<file path="src/sv/assert_macros.svh">
`ifndef ASSERT_MACROS_SVH
`define ASSERT_MACROS_SVH

// Checks a condition at every rising clock edge outside reset.
`define ASSERT_ALWAYS(lbl, expr, msg) \
    lbl: assert property (@(posedge clk) disable iff (!rst_n) (expr)) \
        else $error(msg);

// Checks that a condition implies another in the same cycle.
`define ASSERT_IMPL(lbl, ante, cons, msg) \
    lbl: assert property (@(posedge clk) disable iff (!rst_n) (ante) |-> (cons)) \
        else $error(msg);

`endif

</file>
<file path="src/sv/htd_pkg.sv">
`default_nettype none
package htd_pkg;

    localparam int MAX_NODES    = 512;
    localparam int MAX_CODE_LEN = 32;

    localparam int NODE_W      = $clog2(MAX_NODES);
    localparam int NODE_CNT_W  = $clog2(MAX_NODES + 1);
    localparam int CODE_LEN_W  = 6;
    localparam int CODE_BITS_W = 32;
    localparam int CODE_POS_W  = 5;
    localparam int SYM_W       = 8;
    localparam int COUNT_W     = 32;

    localparam logic [1:0] REQ_START = 2'd0;
    localparam logic [1:0] REQ_LOAD  = 2'd1;
    localparam logic [1:0] REQ_BIT   = 2'd2;

    localparam logic [1:0] STAT_OK      = 2'd0;
    localparam logic [1:0] STAT_MISSING = 2'd1;
    localparam logic [1:0] STAT_FULL    = 2'd2;
    localparam logic [1:0] STAT_IGNORED = 2'd3;

    // One tree node; a child index of zero means no child.
    typedef struct packed {
        logic                   leaf;
        logic [SYM_W-1:0]       sym;
        logic [1:0][NODE_W-1:0] kid;
    } node_t;

    localparam int NODE_BITS = $bits(node_t);

    typedef struct packed {
        logic             valid;
        logic             symbol_valid;
        logic [SYM_W-1:0] out_symbol;
        logic [1:0]       status;
        logic             done;
    } res_t;

    typedef enum logic [1:0] {
        ST_IDLE,
        ST_BIT_WAIT,
        ST_LOAD_STEP,
        ST_LOAD_READ
    } state_t;

endpackage
`default_nettype wire

</file>
<file path="src/sv/htd_ctrl.sv">
`default_nettype none
`include "assert_macros.svh"
module htd_ctrl
    import htd_pkg::*;
(
    input  wire logic                   clk,
    input  wire logic                   rst_n,
    input  wire logic                   start,
    input  wire logic [1:0]             req_type,
    input  wire logic [COUNT_W-1:0]     symbol_count,
    input  wire logic [SYM_W-1:0]       symbol,
    input  wire logic [CODE_LEN_W-1:0]  code_len,
    input  wire logic [CODE_BITS_W-1:0] code_bits,
    input  wire logic                   bit_req,
    output logic                        busy,
    output res_t                        res,
    output logic                        ram_wr_en,
    output logic [NODE_W-1:0]           ram_wr_addr,
    output logic [NODE_BITS-1:0]        ram_wr_data,
    output logic                        ram_rd_en,
    output logic [NODE_W-1:0]           ram_rd_addr,
    input  wire logic [NODE_BITS-1:0]   ram_rd_data
);

    state_t                  state_reg, state_next;
    node_t                   root_reg, root_next;
    logic [NODE_CNT_W-1:0]   nodes_used_reg, nodes_used_next;
    logic [COUNT_W-1:0]      left_reg, left_next;
    logic                    walk_root_reg, walk_root_next;
    node_t                   walk_data_reg, walk_data_next;
    logic [NODE_W-1:0]       cur_idx_reg, cur_idx_next;
    node_t                   cur_data_reg, cur_data_next;
    logic [CODE_LEN_W-1:0]   rem_reg, rem_next;
    logic [CODE_BITS_W-1:0]  bits_reg, bits_next;
    logic [SYM_W-1:0]        sym_reg, sym_next;

    logic                    accept;
    node_t                   walk_node;
    logic [NODE_W-1:0]       bit_kid;
    logic                    len_ok;
    logic [CODE_POS_W-1:0]   load_pos;
    logic                    load_bit;
    logic [NODE_W-1:0]       step_kid;
    logic                    tree_full;
    logic [NODE_W-1:0]       new_idx;
    node_t                   rd_node;
    logic                    wn_en;
    logic [NODE_W-1:0]       wn_idx;
    node_t                   wn_data;

    assign accept    = start && (state_reg == ST_IDLE);
    assign busy      = (state_reg != ST_IDLE);
    // The walk position is cached; at the root the live root register is used.
    assign walk_node = walk_root_reg ? root_reg : walk_data_reg;
    assign bit_kid   = walk_node.kid[bit_req];
    assign len_ok    = (code_len != '0) && (code_len <= CODE_LEN_W'(MAX_CODE_LEN));
    assign load_pos  = CODE_POS_W'(rem_reg - CODE_LEN_W'(1));
    assign load_bit  = bits_reg[load_pos];
    assign step_kid  = cur_data_reg.kid[load_bit];
    assign tree_full = (nodes_used_reg >= NODE_CNT_W'(MAX_NODES));
    assign new_idx   = nodes_used_reg[NODE_W-1:0];
    assign rd_node   = node_t'(ram_rd_data);

    always_comb
    begin
        state_next = state_reg;
        unique case (state_reg)
            ST_IDLE:
            begin
                if (accept)
                begin
                    if (req_type == REQ_BIT && left_reg != '0 && bit_kid != '0)
                    begin
                        state_next = ST_BIT_WAIT;
                    end
                    else if (req_type == REQ_LOAD && len_ok)
                    begin
                        state_next = ST_LOAD_STEP;
                    end
                end
            end
            ST_BIT_WAIT:
            begin
                state_next = ST_IDLE;
            end
            ST_LOAD_STEP:
            begin
                priority if (rem_reg == '0)
                begin
                    state_next = ST_IDLE;
                end
                else if (step_kid != '0)
                begin
                    state_next = ST_LOAD_READ;
                end
                else if (tree_full)
                begin
                    state_next = ST_IDLE;
                end
                else
                begin
                    state_next = ST_LOAD_STEP;
                end
            end
            ST_LOAD_READ:
            begin
                state_next = ST_LOAD_STEP;
            end
            default:
            begin
                state_next = ST_IDLE;
            end
        endcase
    end

    always_comb
    begin
        root_next       = root_reg;
        nodes_used_next = nodes_used_reg;
        left_next       = left_reg;
        walk_root_next  = walk_root_reg;
        walk_data_next  = walk_data_reg;
        cur_idx_next    = cur_idx_reg;
        cur_data_next   = cur_data_reg;
        rem_next        = rem_reg;
        bits_next       = bits_reg;
        sym_next        = sym_reg;
        res             = '0;
        ram_rd_en       = 1'b0;
        ram_rd_addr     = '0;
        wn_en           = 1'b0;
        wn_idx          = cur_idx_reg;
        wn_data         = cur_data_reg;

        unique case (state_reg)
            ST_IDLE:
            begin
                if (accept)
                begin
                    unique case (req_type)
                        REQ_START:
                        begin
                            root_next       = '0;
                            nodes_used_next = NODE_CNT_W'(1);
                            walk_root_next  = 1'b1;
                            left_next       = symbol_count;
                            res.valid       = 1'b1;
                            res.status      = STAT_OK;
                            res.done        = (symbol_count == '0);
                        end
                        REQ_LOAD:
                        begin
                            walk_root_next = 1'b1;
                            if (!len_ok)
                            begin
                                res.valid  = 1'b1;
                                res.status = STAT_IGNORED;
                                res.done   = (left_reg == '0);
                            end
                            else
                            begin
                                cur_idx_next  = '0;
                                cur_data_next = root_reg;
                                rem_next      = code_len;
                                bits_next     = code_bits;
                                sym_next      = symbol;
                            end
                        end
                        REQ_BIT:
                        begin
                            if (left_reg == '0)
                            begin
                                res.valid  = 1'b1;
                                res.status = STAT_IGNORED;
                                res.done   = 1'b1;
                            end
                            else if (bit_kid == '0)
                            begin
                                walk_root_next = 1'b1;
                                res.valid      = 1'b1;
                                res.status     = STAT_MISSING;
                                res.done       = 1'b0;
                            end
                            else
                            begin
                                ram_rd_en   = 1'b1;
                                ram_rd_addr = bit_kid;
                            end
                        end
                        default:
                        begin
                            res.valid  = 1'b1;
                            res.status = STAT_IGNORED;
                            res.done   = (left_reg == '0);
                        end
                    endcase
                end
            end
            ST_BIT_WAIT:
            begin
                res.valid  = 1'b1;
                res.status = STAT_OK;
                if (rd_node.leaf)
                begin
                    res.symbol_valid = 1'b1;
                    res.out_symbol   = rd_node.sym;
                    walk_root_next   = 1'b1;
                    left_next        = left_reg - COUNT_W'(1);
                    res.done         = (left_reg == COUNT_W'(1));
                end
                else
                begin
                    walk_data_next = rd_node;
                    walk_root_next = 1'b0;
                    res.done       = 1'b0;
                end
            end
            ST_LOAD_STEP:
            begin
                res.done = (left_reg == '0);
                priority if (rem_reg == '0)
                begin
                    wn_en        = 1'b1;
                    wn_data.leaf = 1'b1;
                    wn_data.sym  = sym_reg;
                    res.valid    = 1'b1;
                    res.status   = STAT_OK;
                end
                else if (step_kid != '0)
                begin
                    ram_rd_en    = 1'b1;
                    ram_rd_addr  = step_kid;
                    cur_idx_next = step_kid;
                    rem_next     = rem_reg - CODE_LEN_W'(1);
                end
                else if (tree_full)
                begin
                    // The current node may be fresh and never stored yet.
                    wn_en      = 1'b1;
                    res.valid  = 1'b1;
                    res.status = STAT_FULL;
                end
                else
                begin
                    wn_en                 = 1'b1;
                    wn_data.kid[load_bit] = new_idx;
                    cur_idx_next          = new_idx;
                    cur_data_next         = '0;
                    nodes_used_next       = nodes_used_reg + NODE_CNT_W'(1);
                    rem_next              = rem_reg - CODE_LEN_W'(1);
                end
            end
            ST_LOAD_READ:
            begin
                cur_data_next = rd_node;
            end
            default:
            begin
            end
        endcase

        // The root lives in a register; all other nodes live in the RAM.
        ram_wr_en   = wn_en && (wn_idx != '0);
        ram_wr_addr = wn_idx;
        ram_wr_data = NODE_BITS'(wn_data);
        if (wn_en && wn_idx == '0)
        begin
            root_next = wn_data;
        end
    end

    always_ff @(posedge clk or negedge rst_n)
    begin
        if (!rst_n)
        begin
            state_reg      <= ST_IDLE;
            root_reg       <= '0;
            nodes_used_reg <= NODE_CNT_W'(1);
            left_reg       <= '0;
            walk_root_reg  <= 1'b1;
        end
        else
        begin
            state_reg      <= state_next;
            root_reg       <= root_next;
            nodes_used_reg <= nodes_used_next;
            left_reg       <= left_next;
            walk_root_reg  <= walk_root_next;
        end
    end

    always_ff @(posedge clk)
    begin
        walk_data_reg <= walk_data_next;
        cur_idx_reg   <= cur_idx_next;
        cur_data_reg  <= cur_data_next;
        rem_reg       <= rem_next;
        bits_reg      <= bits_next;
        sym_reg       <= sym_next;
    end

    `ASSERT_IMPL(a_no_root_in_ram, ram_wr_en, ram_wr_addr != '0, "RAM write to the root index")
    `ASSERT_ALWAYS(a_used_nonzero, nodes_used_reg != '0, "node count is zero")
    `ASSERT_IMPL(a_used_cap, tree_full, nodes_used_reg == NODE_CNT_W'(MAX_NODES), "node count too high")
    `ASSERT_IMPL(a_bit_read_issued, state_reg == ST_BIT_WAIT, $past(ram_rd_en), "bit wait without a read")

endmodule
`default_nettype wire

</file>
<file path="config.mk">
export PLATFORM = sky130hd
export DESIGN_NAME = htd_ctrl
export DESIGN_NICKNAME = d
export VERILOG_FILES = /design/src/sv/htd_pkg.sv /design/src/sv/htd_ctrl.sv
export VERILOG_INCLUDE_DIRS = /design/src /design/src/sv
export SDC_FILE = /design/constraint.sdc
export NUM_CORES = 1
export LEC_CHECK = 0
export BUFFER_PORTS_ARGS = -buffer_cell sky130_fd_sc_hd__buf_4
export CORE_MARGIN = 2
export CORE_UTILIZATION = 55
export CTS_CLUSTER_DIAMETER = 80
export DETAILED_ROUTE_END_ITERATION = 16
export PLACE_DENSITY_LB_ADDON = 0.15
export SYNTH_ARGS = -nofsm -noshare
export SYNTH_HDL_FRONTEND = slang
export SYNTH_SLANG_ARGS = --single-unit
export TNS_END_PERCENT = 50
</file>
<file path="constraint.sdc">
create_clock -name clk -period 7.2 [get_ports clk]
set_input_delay 1.44 -clock clk [delete_from_list [all_inputs] [get_ports clk]]
set_output_delay 1.44 -clock clk [all_outputs]
set_load 0.02 [all_outputs]
</file>
==> results of run 1 <==
## cell usage in the layout (no fill, tap or decap), types with 4 or more instances in the layout
cell and count:
inv_1 42, xnor2_1 4, o22ai_1 4, nor2_1 88, mux4_2 17, nor4_1 18, or4_1 5, inv_6 4
edfxtp_1 100, o21ai_0 94, and2_1 6, nand3_1 23, and3_1 16, a21oi_1 56, ha_1 9, a211oi_1 4
a31o_2 5, nand4_1 4, a21o_1 19, nand2_1 96, nand2b_1 6, nor3_1 20, clkbuf_16 17, mux2_2 34
mux2i_1 14, a22oi_1 5, buf_4 182, a31oi_1 5, dfrtp_1 70
## power groups by stage
stage	Clock, mW	Combinational (mW)	Sequential (mW)
finish	0.898	2.19	1.79
floorplan	0	1.48	1.70
CTS	0.906	2.18	1.78
global route	0.947	2.37	1.84
detailed placement	0	2.17	1.79
global placement	0	2.12	1.79
## layer usage
layer,up-vias,GRT usage,share of wire
met5,-,0,0
met4,0,0.104,0.028
met2,389,0.441,0.46
met3,53,0.0729,0.090
met1,3595,0.406,0.42
li1,3424,-,-
## final timing paths
check	startpoint	to	slack (ns)	cells after the start
worst max-delay path	rem_reg[0]$_DFFE_PP_	res[12]	1.62	11
worst min-delay path	left_reg[18]$_DFFE_PN0P_	left_reg[18]$_DFFE_PN0P_	0.51	2
worst max register to register	rem_reg[0]$_DFFE_PP_	ram_wr_addr[2]$_SDFFCE_PN0P_	2.52	11
worst min register to register	left_reg[18]$_DFFE_PN0P_	left_reg[18]$_DFFE_PN0P_	0.51	2
max in group asynchronous	rst_n	root_reg[19]$_DFFE_PN0P_	5.39	1
min in group asynchronous	rst_n	left_reg[15]$_DFFE_PN0P_	1.16	1
## logic make-up (layout without fill, tap and decap cells)
group,count (synthesis),in the layout
adder cells (fa/ha/maj),9,9
XOR/XNOR,6,6
buffers and inverters,90,256
multiplexers,67,67
AND/OR/NAND/NOR,302,302
flip-flops,172,172
AO/OA/AOI/OAI,213,213
## cell type report
| class | instances | area (um^2) | area share |
|---|---|---|---|
| clock buffer | 17 | 425 | 0.0389 |
| inverter | 42 | 158 | 0.0144 |
| clock inverter | 15 | 153 | 0.0139 |
| tap | 216 | 270 | 0.0247 |
| timing repair buffer | 182 | 1370 | 0.125 |
| multi-input combinational | 597 | 3760 | 0.344 |
| sequential | 172 | 4810 | 0.439 |
## worst max-delay path, stage by stage (launching register included)
cell      delay, ns
edfxtp_1       0.72
inv_1          0.10
ha_1           0.26
nor3b_1        0.17
xnor2_1        0.44
mux2i_1        0.27
o22ai_1        0.20
nor2_4         0.50
mux2_2         0.54
a31oi_1        0.20
nand3_1        0.09
buf_4          0.17
## metrics by stage
step | instances | hold WS (ns) | setup WS [ns]
5_1_grt | 1241 | 0.554 | 1.30
6_report | 1241 | 0.508 | 1.62
2_1_floorplan | 859 | 0.461 | 2.62
3_5_place_dp | 1209 | 0.497 | 2.11
3_3_place_gp | 1209 | 0.482 | 2.21
4_1_cts | 1241 | 0.513 | 1.59
==> results by group, run 1 <==
Synthesis
  • Synth Area in Adders: 0.0126
  • Syn_nets: 979
  • Dominant synthesized flop cell: edfxtp_1
  • Post-Synth XOR/XNOR Area: 0.00589
  • Synthesized area: 8920 um^2
  • Largest family of logic cells by synthesized area: simple AND/OR/NAND/NOR gates
  • Synth Warn #: 0
  • Area share of the largest cell type after synthesis: 0.336
  • Count of different cell masters after synthesis: between 60 and 70
  • EDFF count, synth: 100
  • Gate Count Post-Synth: 859
  • Post-synthesis mux area share: 0.104
  • Cell taking the most area after synthesis: edfxtp_1
  • #FFs+latches synth: 172
  • Area contributors post-synth: edfxtp_1 34%, dfrtp_1 20%, o21ai_0 5.3%
  • Most frequent cell after synthesis: edfxtp_1
  • Asr flop ratio synth: 0.419
  • Synth Area in Compound Gates: 0.141
  • Area share of and/or/nand/nor cells after synthesis: 0.158
  • Syn Area/Cell: between 10 and 15 um^2
  • Synth top cells by count: 100 x edfxtp_1, 96 x nand2_1, 95 x o21ai_0
  • Register area share after synthesis: 0.539

Clocking
  • Cts hold-fix bufs: 0
  • CTS tree: yes
  • TritonCTS buffer count: 17
  • Postcts setup bufs: 0
  • Clock Path Buffers: 2
  • Root Buffer: clkbuf_16
  • H-tree depth: 4
  • Worst-path clk slew: 0.07 ns
  • Post-CTS sizing: 0
  • Skew-Pair Late Insertion Delay: around 0.44 ns
  • CTS Sinks: 172

Run
  • Max_cap viols: 0

STA
  • Worst relative slew slack: 0.249
  • FMAX: ~180 MHz
  • Final hold violations: 0
  • Endpoints failing setup: 0
  • Slew @ Worst Pin: 1.13 ns
  • Final TNS setup: 0 ns
  • Final min period: 5.58 ns
  • RSZ-0062 raised after global routing: no
  • Clk_skew: 0.0109 ns
  • Final max-slew violation count: 0
  • Period utilization: 0.775

Finish
  • Final Net Count: 1,132
  • Fill cells: 1,229
  • Final antenna diode count: 0
  • Final Cell Area: 10,900 um^2
  • Area grow syn2layout: 22.6%
  • Fin util: 0.689
  • Share of cells above drive strength 1: 0.276

Drt
  • Post-detailed-route count of antenna-violating nets: 0
  • Vias per Instance: 6.01
  • DR WL/cell: slightly below 20 um
  • Total number of vias: 7,461
  • Pre-antenna DRT Iters: 5
  • Initial drt markers: 699
  • Detailed-route DRC error count: 0
  • Final wirelength: between 20,000 and 25,000 um

Die
  • Die height: around 130 um
  • I/O pin count: 172
  • Die X: 131 um
  • Core area: 15,900 um^2
  • Initial Utilization: 0.562
  • Row cnt: 46
  • Die area: 17,300 um^2

Power and ir drop
  • Switching power: 2.06 mW
  • Total power draw: 4.88 mW
  • Leakage: 4.54 nW
  • Logic pwr share: 0.449
  • Peak supply drop: 0.000245 V
  • P_int: 2.82 mW
  • Flop pwr share: 0.367
  • Part of the power in the clock network: 0.184
  • P per Cell Area: 446 nW/um^2
  • Sw frac: 0.423

Global route
  • GRT overflow: 0
  • Vias in the first global route: between 7,000 and 8,000
  • Initial antenna violation count: 0
  • Gr usage total: 0.289
  • Largest net degree at the start of global routing: 73
  • Global-route wire length before repair: 39,200 um

Outcome
  • Status: complete, no violations

Placed design
  • Placer Congestion: ~0.92
  • Post-DP Area: 10,400 um^2
  • Port Buffers: ~170
  • HPWL after detailed placement: 17,100 um

Setup path
  • CP endpoint kind: primary output
  • Setup CP Type: flip-flop to primary output
  • Arr. time, crit path: between 4 and 5 ns
  • Critical Path Fanout Max: 16
  • Setup crit start kind: flip-flop
  • Worst endpoint required time: 5.76 ns

Min path
  • HP Class: flip-flop to flip-flop
Power figures use the tool's default switching activity.
==> run 2, diff against run 1 <==
==> constraint.sdc (replaced) <==
create_clock -name clk -period 5.3 [get_ports clk]
set_input_delay 1.06 -clock clk [delete_from_list [all_inputs] [get_ports clk]]
set_output_delay 1.06 -clock clk [all_outputs]
set_load 0.02 [all_outputs]
==> run 2 against run 1 <==
Largest power group unchanged. Global-route usage decreased by 0.056 points. Design area increased by 0.32%. Critical path depth increased by 1. Via count decreased by 0.20%.
==> results by group, run 2 (synthesis results as in run 1) <==
Die
  • Initial Utilization: 0.562
  • Row cnt: 46
  • Die height: 131 um
  • I/O pin count: 172
  • Core area: 15,900 um^2
  • Die X: roughly 130 um
  • Die area: about 17,000 um^2

Finish
  • Multi-input logic area: 3760 um^2
  • Register Area: 4810 um^2
  • Fill cells: 1,226
  • Final Net Count: 1,137
  • Share of cells above drive strength 1: 0.279
  • Final antenna diode count: 0
  • Commonest non-fill, non-tap cells in the layout: 187 x buf_4, 100 x edfxtp_1, 96 x nand2_1, 94 x o21ai_0, 88 x nor2_1
  • Commonest non-fill, non-tap cell in the layout: buf_4
  • Area grow syn2layout: 23.0%

Drt
  • Vias per Instance: around 6
  • DR WL/cell: 19.6 um
  • Initial drt markers: 631
  • Post-detailed-route count of antenna-violating nets: 0
  • Pre-antenna DRT Iters: 5
  • Final wirelength: 24,400 um
  • Total number of vias: 7,446
  • Detailed-route DRC error count: 0

Placed design
  • Port Buffers: 171
  • Placer Congestion: 0.883
  • Worst slack at placement: slightly above 0.8 ns
  • HPWL after detailed placement: 17,100 um

Power and ir drop
  • Switching power: 2.80 mW
  • Leakage: 4.56 nW
  • Part of the power in the clock network: 0.182
  • P_int: 3.85 mW
  • Flop pwr share: 0.362
  • P per Cell Area: 605 nW/um^2
  • Sw frac: 0.421
  • Logic pwr share: 0.457
  • Peak supply drop: 0.000336 V

STA
  • Final max-slew violation count: 0
  • Endpoints failing setup: 0
  • FMAX: just under 200 MHz
  • Clk_skew: roughly 0.011 ns
  • Final worst slack: 0.265 ns
  • RSZ-0062 raised after global routing: no
  • Final TNS setup: 0 ns
  • Worst relative slew slack: 0.240
  • Period utilization: 0.950
  • Final hold violations: 0
  • Slew @ Worst Pin: 1.14 ns
  • Final min period: 5.04 ns

Global route
  • Global-route wire length before repair: 39,100 um
  • Largest net degree at the start of global routing: 73
  • Initial antenna violation count: 0
  • GRT overflow: 0
  • Gr usage total: 0.289
  • Vias in the first global route: approximately 7,300

Setup path
  • Critical-path cell list: buf_4 > inv_1 > ha_1 > nor3b_1 > xnor2_1 > mux2i_1 > o22ai_1 > nor2_4 > mux2_2 > a31oi_1 > nand3_1 > buf_4
  • Setup CP Type: flip-flop to primary output
  • Crit path max-delay family: simple AND/OR/NAND/NOR gates
  • Slowest Stage Delay on Critical Path: ~0.55 ns
  • CP max-delay cell: mux2_2
  • CP bufs+invs: 3
  • CP dominant cell by count: buf_4
  • Arr. time, crit path: 3.98 ns
  • Setup crit start kind: flip-flop
  • Critical Path Fanout Max: 16
  • CP endpoint kind: primary output
  • Worst endpoint required time: approximately 4.2 ns

Clocking
  • Postcts setup bufs: 0
  • Root Buffer: clkbuf_16
  • CTS Sinks: 172
  • CTS tree: yes
  • TritonCTS buffer count: 17
  • Clock Path Buffers: 2
  • Worst-path clk slew: 0.07 ns
  • Post-CTS sizing: 0
  • Cts hold-fix bufs: 0
  • Skew-Pair Late Insertion Delay: 0.43 ns
  • H-tree depth: 4

Min path
  • HP Class: flip-flop to flip-flop

Run
  • Max_cap viols: 0

Outcome
  • Status: complete, no violations
## run 2: worst min-delay path, cell delays in order, from the launching register on
cell	delay, ns
dfrtp_1	0.34
o21ai_0	0.07
o21ai_0	0.06
## run 2: routing by layer
layer | routed length, um | GRT usage | vias to the layer above
li1 | - | - | 3434
met1 | 10400 | 0.403 | 3599
met2 | 11500 | 0.458 | 377
met3 | 2100 | 0.0644 | 36
met4 | 411 | 0.0839 | 0
met5 | 0 | 0 | -
## run 2: layout make-up
class,instances,share of cell area
repair buffers,187,0.128
multi-input cells,597,0.343
clock buffers,18,0.0391
well taps,216,0.0246
flip-flops and latches,172,0.438
inverters,42,0.0144
clock inverters,14,0.0133
## run 2: path summary, 6_finish.rpt
kind | endpoint | slack, ns | from | depth (start not counted)
max in group asynchronous | root_reg[19]$_DFFE_PN0P_ | 3.85 | rst_n | 1
setup reg to reg | ram_wr_addr[0]$_SDFFCE_PN0P_ | 0.95 | rem_reg[0]$_DFFE_PP_ | 12
setup / recovery | res[12] | 0.26 | rem_reg[0]$_DFFE_PP_ | 12
hold / removal | left_reg[18]$_DFFE_PN0P_ | 0.50 | left_reg[18]$_DFFE_PN0P_ | 2
min in group asynchronous | left_reg[17]$_DFFE_PN0P_ | 0.78 | rst_n | 1
hold reg to reg | left_reg[18]$_DFFE_PN0P_ | 0.50 | left_reg[18]$_DFFE_PN0P_ | 2
## run 2: power groups by stage
stage / combinational [mW] / clock [mW] / sequential (mW)
6_report: 3.03 / 1.21 / 2.40
5_1_grt: 3.29 / 1.28 / 2.46
4_1_cts: 3.02 / 1.22 / 2.39
3_5_place_dp: 2.99 / 0 / 2.41
3_3_place_gp: 2.94 / 0 / 2.39
2_1_floorplan: 2.01 / 0 / 2.30
## run 2: through the flow
stage	total power [mW]	area, um^2	instances	util	hold WS, ns
floorplan	4.32	8920	859	-	0.461
global placement	5.33	10400	1214	0.655	0.485
detailed placement	5.40	10400	1214	0.655	0.497
CTS	6.63	11000	1246	0.691	0.513
global route	7.03	11000	1246	0.691	0.539
finish	6.64	11000	1246	0.691	0.505
==> run 3, diff against run 2 <==
--- a/config.mk
+++ b/config.mk
@@ -12,6 +12,7 @@
 export CTS_CLUSTER_DIAMETER = 80
 export DETAILED_ROUTE_END_ITERATION = 16
 export PLACE_DENSITY_LB_ADDON = 0.15
+export REMOVE_ABC_BUFFERS = 1
 export SYNTH_ARGS = -nofsm -noshare
 export SYNTH_HDL_FRONTEND = slang
 export SYNTH_SLANG_ARGS = --single-unit
==> run 3 against run 2 <==
Sequential power is essentially flat. Combinational power shrank 2%. Worst setup slack got worse by 0.068 ns. Design area is essentially flat. Total power fell by 0.35%. Critical path depth is the same. Sequential cell count unchanged. Routed wire length shrank 2.9%. Non-clock buffer count decreased by 3. Global-route usage is 0.48 points lower. Critical path type unchanged. Critical endpoint unchanged. Largest power group unchanged.
==> results by group, run 3 (synthesis results as in run 1) <==
Outcome
  • Status: complete, no violations

Placed design
  • HPWL after detailed placement: 16,200 um
  • Placer Congestion: 0.865
  • Port Buffers: 171

Drt
  • Detailed-route DRC error count: 0
  • DR WL/cell: 19.0 um
  • Total number of vias: ~7,300
  • Post-detailed-route count of antenna-violating nets: 0
  • Vias per Instance: 5.89
  • Final wirelength: 23,700 um
  • Pre-antenna DRT Iters: 5
  • Initial drt markers: 699

Clocking
  • H-tree depth: 4
  • Skew-Pair Late Insertion Delay: roughly 0.44 ns
  • Clock Path Buffers: 2
  • TritonCTS buffer count: 17
  • Root Buffer: clkbuf_16
  • Post-CTS sizing: 0
  • Postcts setup bufs: 0
  • CTS Sinks: 172
  • Worst-path clk slew: 0.07 ns
  • CTS tree: yes

STA
  • Final hold violations: 0
  • Clk_skew: slightly below 0.01 ns
  • Hold_ws: about 0.50 ns
  • Period utilization: 0.963
  • RSZ-0062 raised after global routing: no
  • Endpoints failing setup: 0
  • Worst relative slew slack: 0.265
  • Final TNS setup: 0 ns
  • FMAX: 196 MHz
  • Slew @ Worst Pin: between 1 and 1.5 ns
  • Final min period: a little over 5 ns
  • Final max-slew violation count: 0

Setup path
  • Setup crit start kind: flip-flop
  • Arr. time, crit path: 4.04 ns
  • Worst endpoint required time: about 4.2 ns
  • Critical Path Fanout Max: 16
  • Setup CP Type: flip-flop to primary output
  • CP endpoint kind: primary output

Global route
  • Largest net degree at the start of global routing: 73
  • Global-route wire length before repair: 38,800 um
  • Vias in the first global route: between 7,000 and 8,000
  • Gr usage total: 0.284
  • GRT overflow: 0
  • Initial antenna violation count: 0

Die
  • I/O pin count: 172
  • Die height: 131 um
  • Row cnt: 46
  • Die area: roughly 17,000 um^2
  • Initial Utilization: 0.562
  • Core area: approximately 16,000 um^2
  • Die X: 131 um

Finish
  • Area grow syn2layout: 22.9%
  • Final Net Count: roughly 1,100
  • Commonest non-fill, non-tap cells in the layout: 184 x buf_4, 100 x edfxtp_1, 96 x nand2_1, 94 x o21ai_0, 88 x nor2_1
  • Share of cells above drive strength 1: 0.278
  • Commonest non-fill, non-tap cell in the layout: buf_4
  • Final antenna diode count: 0
  • Fin util: 0.691

Power and ir drop
  • Peak supply drop: roughly 0.00035 V
  • Leakage: 4.56 nW
  • P per Cell Area: roughly 600 nW/um^2

Run
  • Max_cap viols: 0

Min path
  • HP Class: flip-flop to flip-flop
-- run 3: cell count changes in the layout (fill, tap and decap cells not counted), sizes merged --
cell and delta:
clkbuf -1, clkinv +1, buf -3, inv +1
clkinvlp -1
-- run 3: what timing repair did --
action	CTS	global route
endpoints found under the hold margin	0	0
hold buffers	0	0
endpoints found under the setup margin	0	2
-- run 3: final timing paths --
| path | start | end | slack, ns | cells after the start |
|---|---|---|---|---|
| max in group asynchronous | rst_n | root_reg[7]$_DFFE_PN0P_ | 3.87 | 1 |
| min in group asynchronous | rst_n | left_reg[9]$_DFFE_PN0P_ | 0.77 | 1 |
| worst min-delay path | left_reg[24]$_DFFE_PN0P_ | left_reg[24]$_DFFE_PN0P_ | 0.50 | 2 |
| worst max-delay path | rem_reg[0]$_DFFE_PP_ | res[12] | 0.20 | 12 |
| worst min register to register | left_reg[24]$_DFFE_PN0P_ | left_reg[24]$_DFFE_PN0P_ | 0.50 | 2 |
| worst max register to register | rem_reg[0]$_DFFE_PP_ | ram_wr_addr[7]$_SDFFCE_PN0P_ | 0.85 | 12 |
-- run 3: cell type report --
type | instances | area, um^2
Multi-Input combinational cell | 597 | 3760
Clock inverter | 15 | 165
Sequential cell | 172 | 4810
Tap cell | 216 | 270
Timing Repair Buffer | 184 | 1380
Fill cell | 1222 | 4910
Clock buffer | 17 | 425
Inverter | 42 | 158
-- run 3: per-layer routing --
metal,global-route usage,wire length [um]
met5,0,0
met4,0.0797,450
met3,0.0702,1860
met2,0.458,11400
met1,0.386,9980
-- run 3: stage by stage --
step           cell area, um^2  cells  worst slack, ns  total power [mW]
2_1_floorplan             8730    811            0.818              4.25
5_1_grt                  11000   1243           0.0164              7.02
6_report                 11000   1243            0.197              6.62
3_5_place_dp             10400   1211            0.762              5.34
4_1_cts                  11000   1243            0.217              6.61
3_3_place_gp             10400   1211            0.861              5.27
-- run 3: where the power goes --
group	leakage, nW	switching [mW]	internal (mW)
Sequential	1.78	0.396	2.00
Clock	0.293	0.610	0.637
Combinational	2.49	1.77	1.20
Total	4.56	2.77	3.84
-- run 3: critical path, cell delays in order, from the launching register on --
cell and delay (ns):
edfxtp_1 0.37, buf_4 0.20, inv_1 0.07, ha_1 0.20, nor3b_1 0.33, xnor2_1 0.30
mux2i_1 0.31, o22ai_1 0.24, nor2_4 0.52, mux2_2 0.55, a31oi_1 0.21, nand3_1 0.12
buf_4 0.17
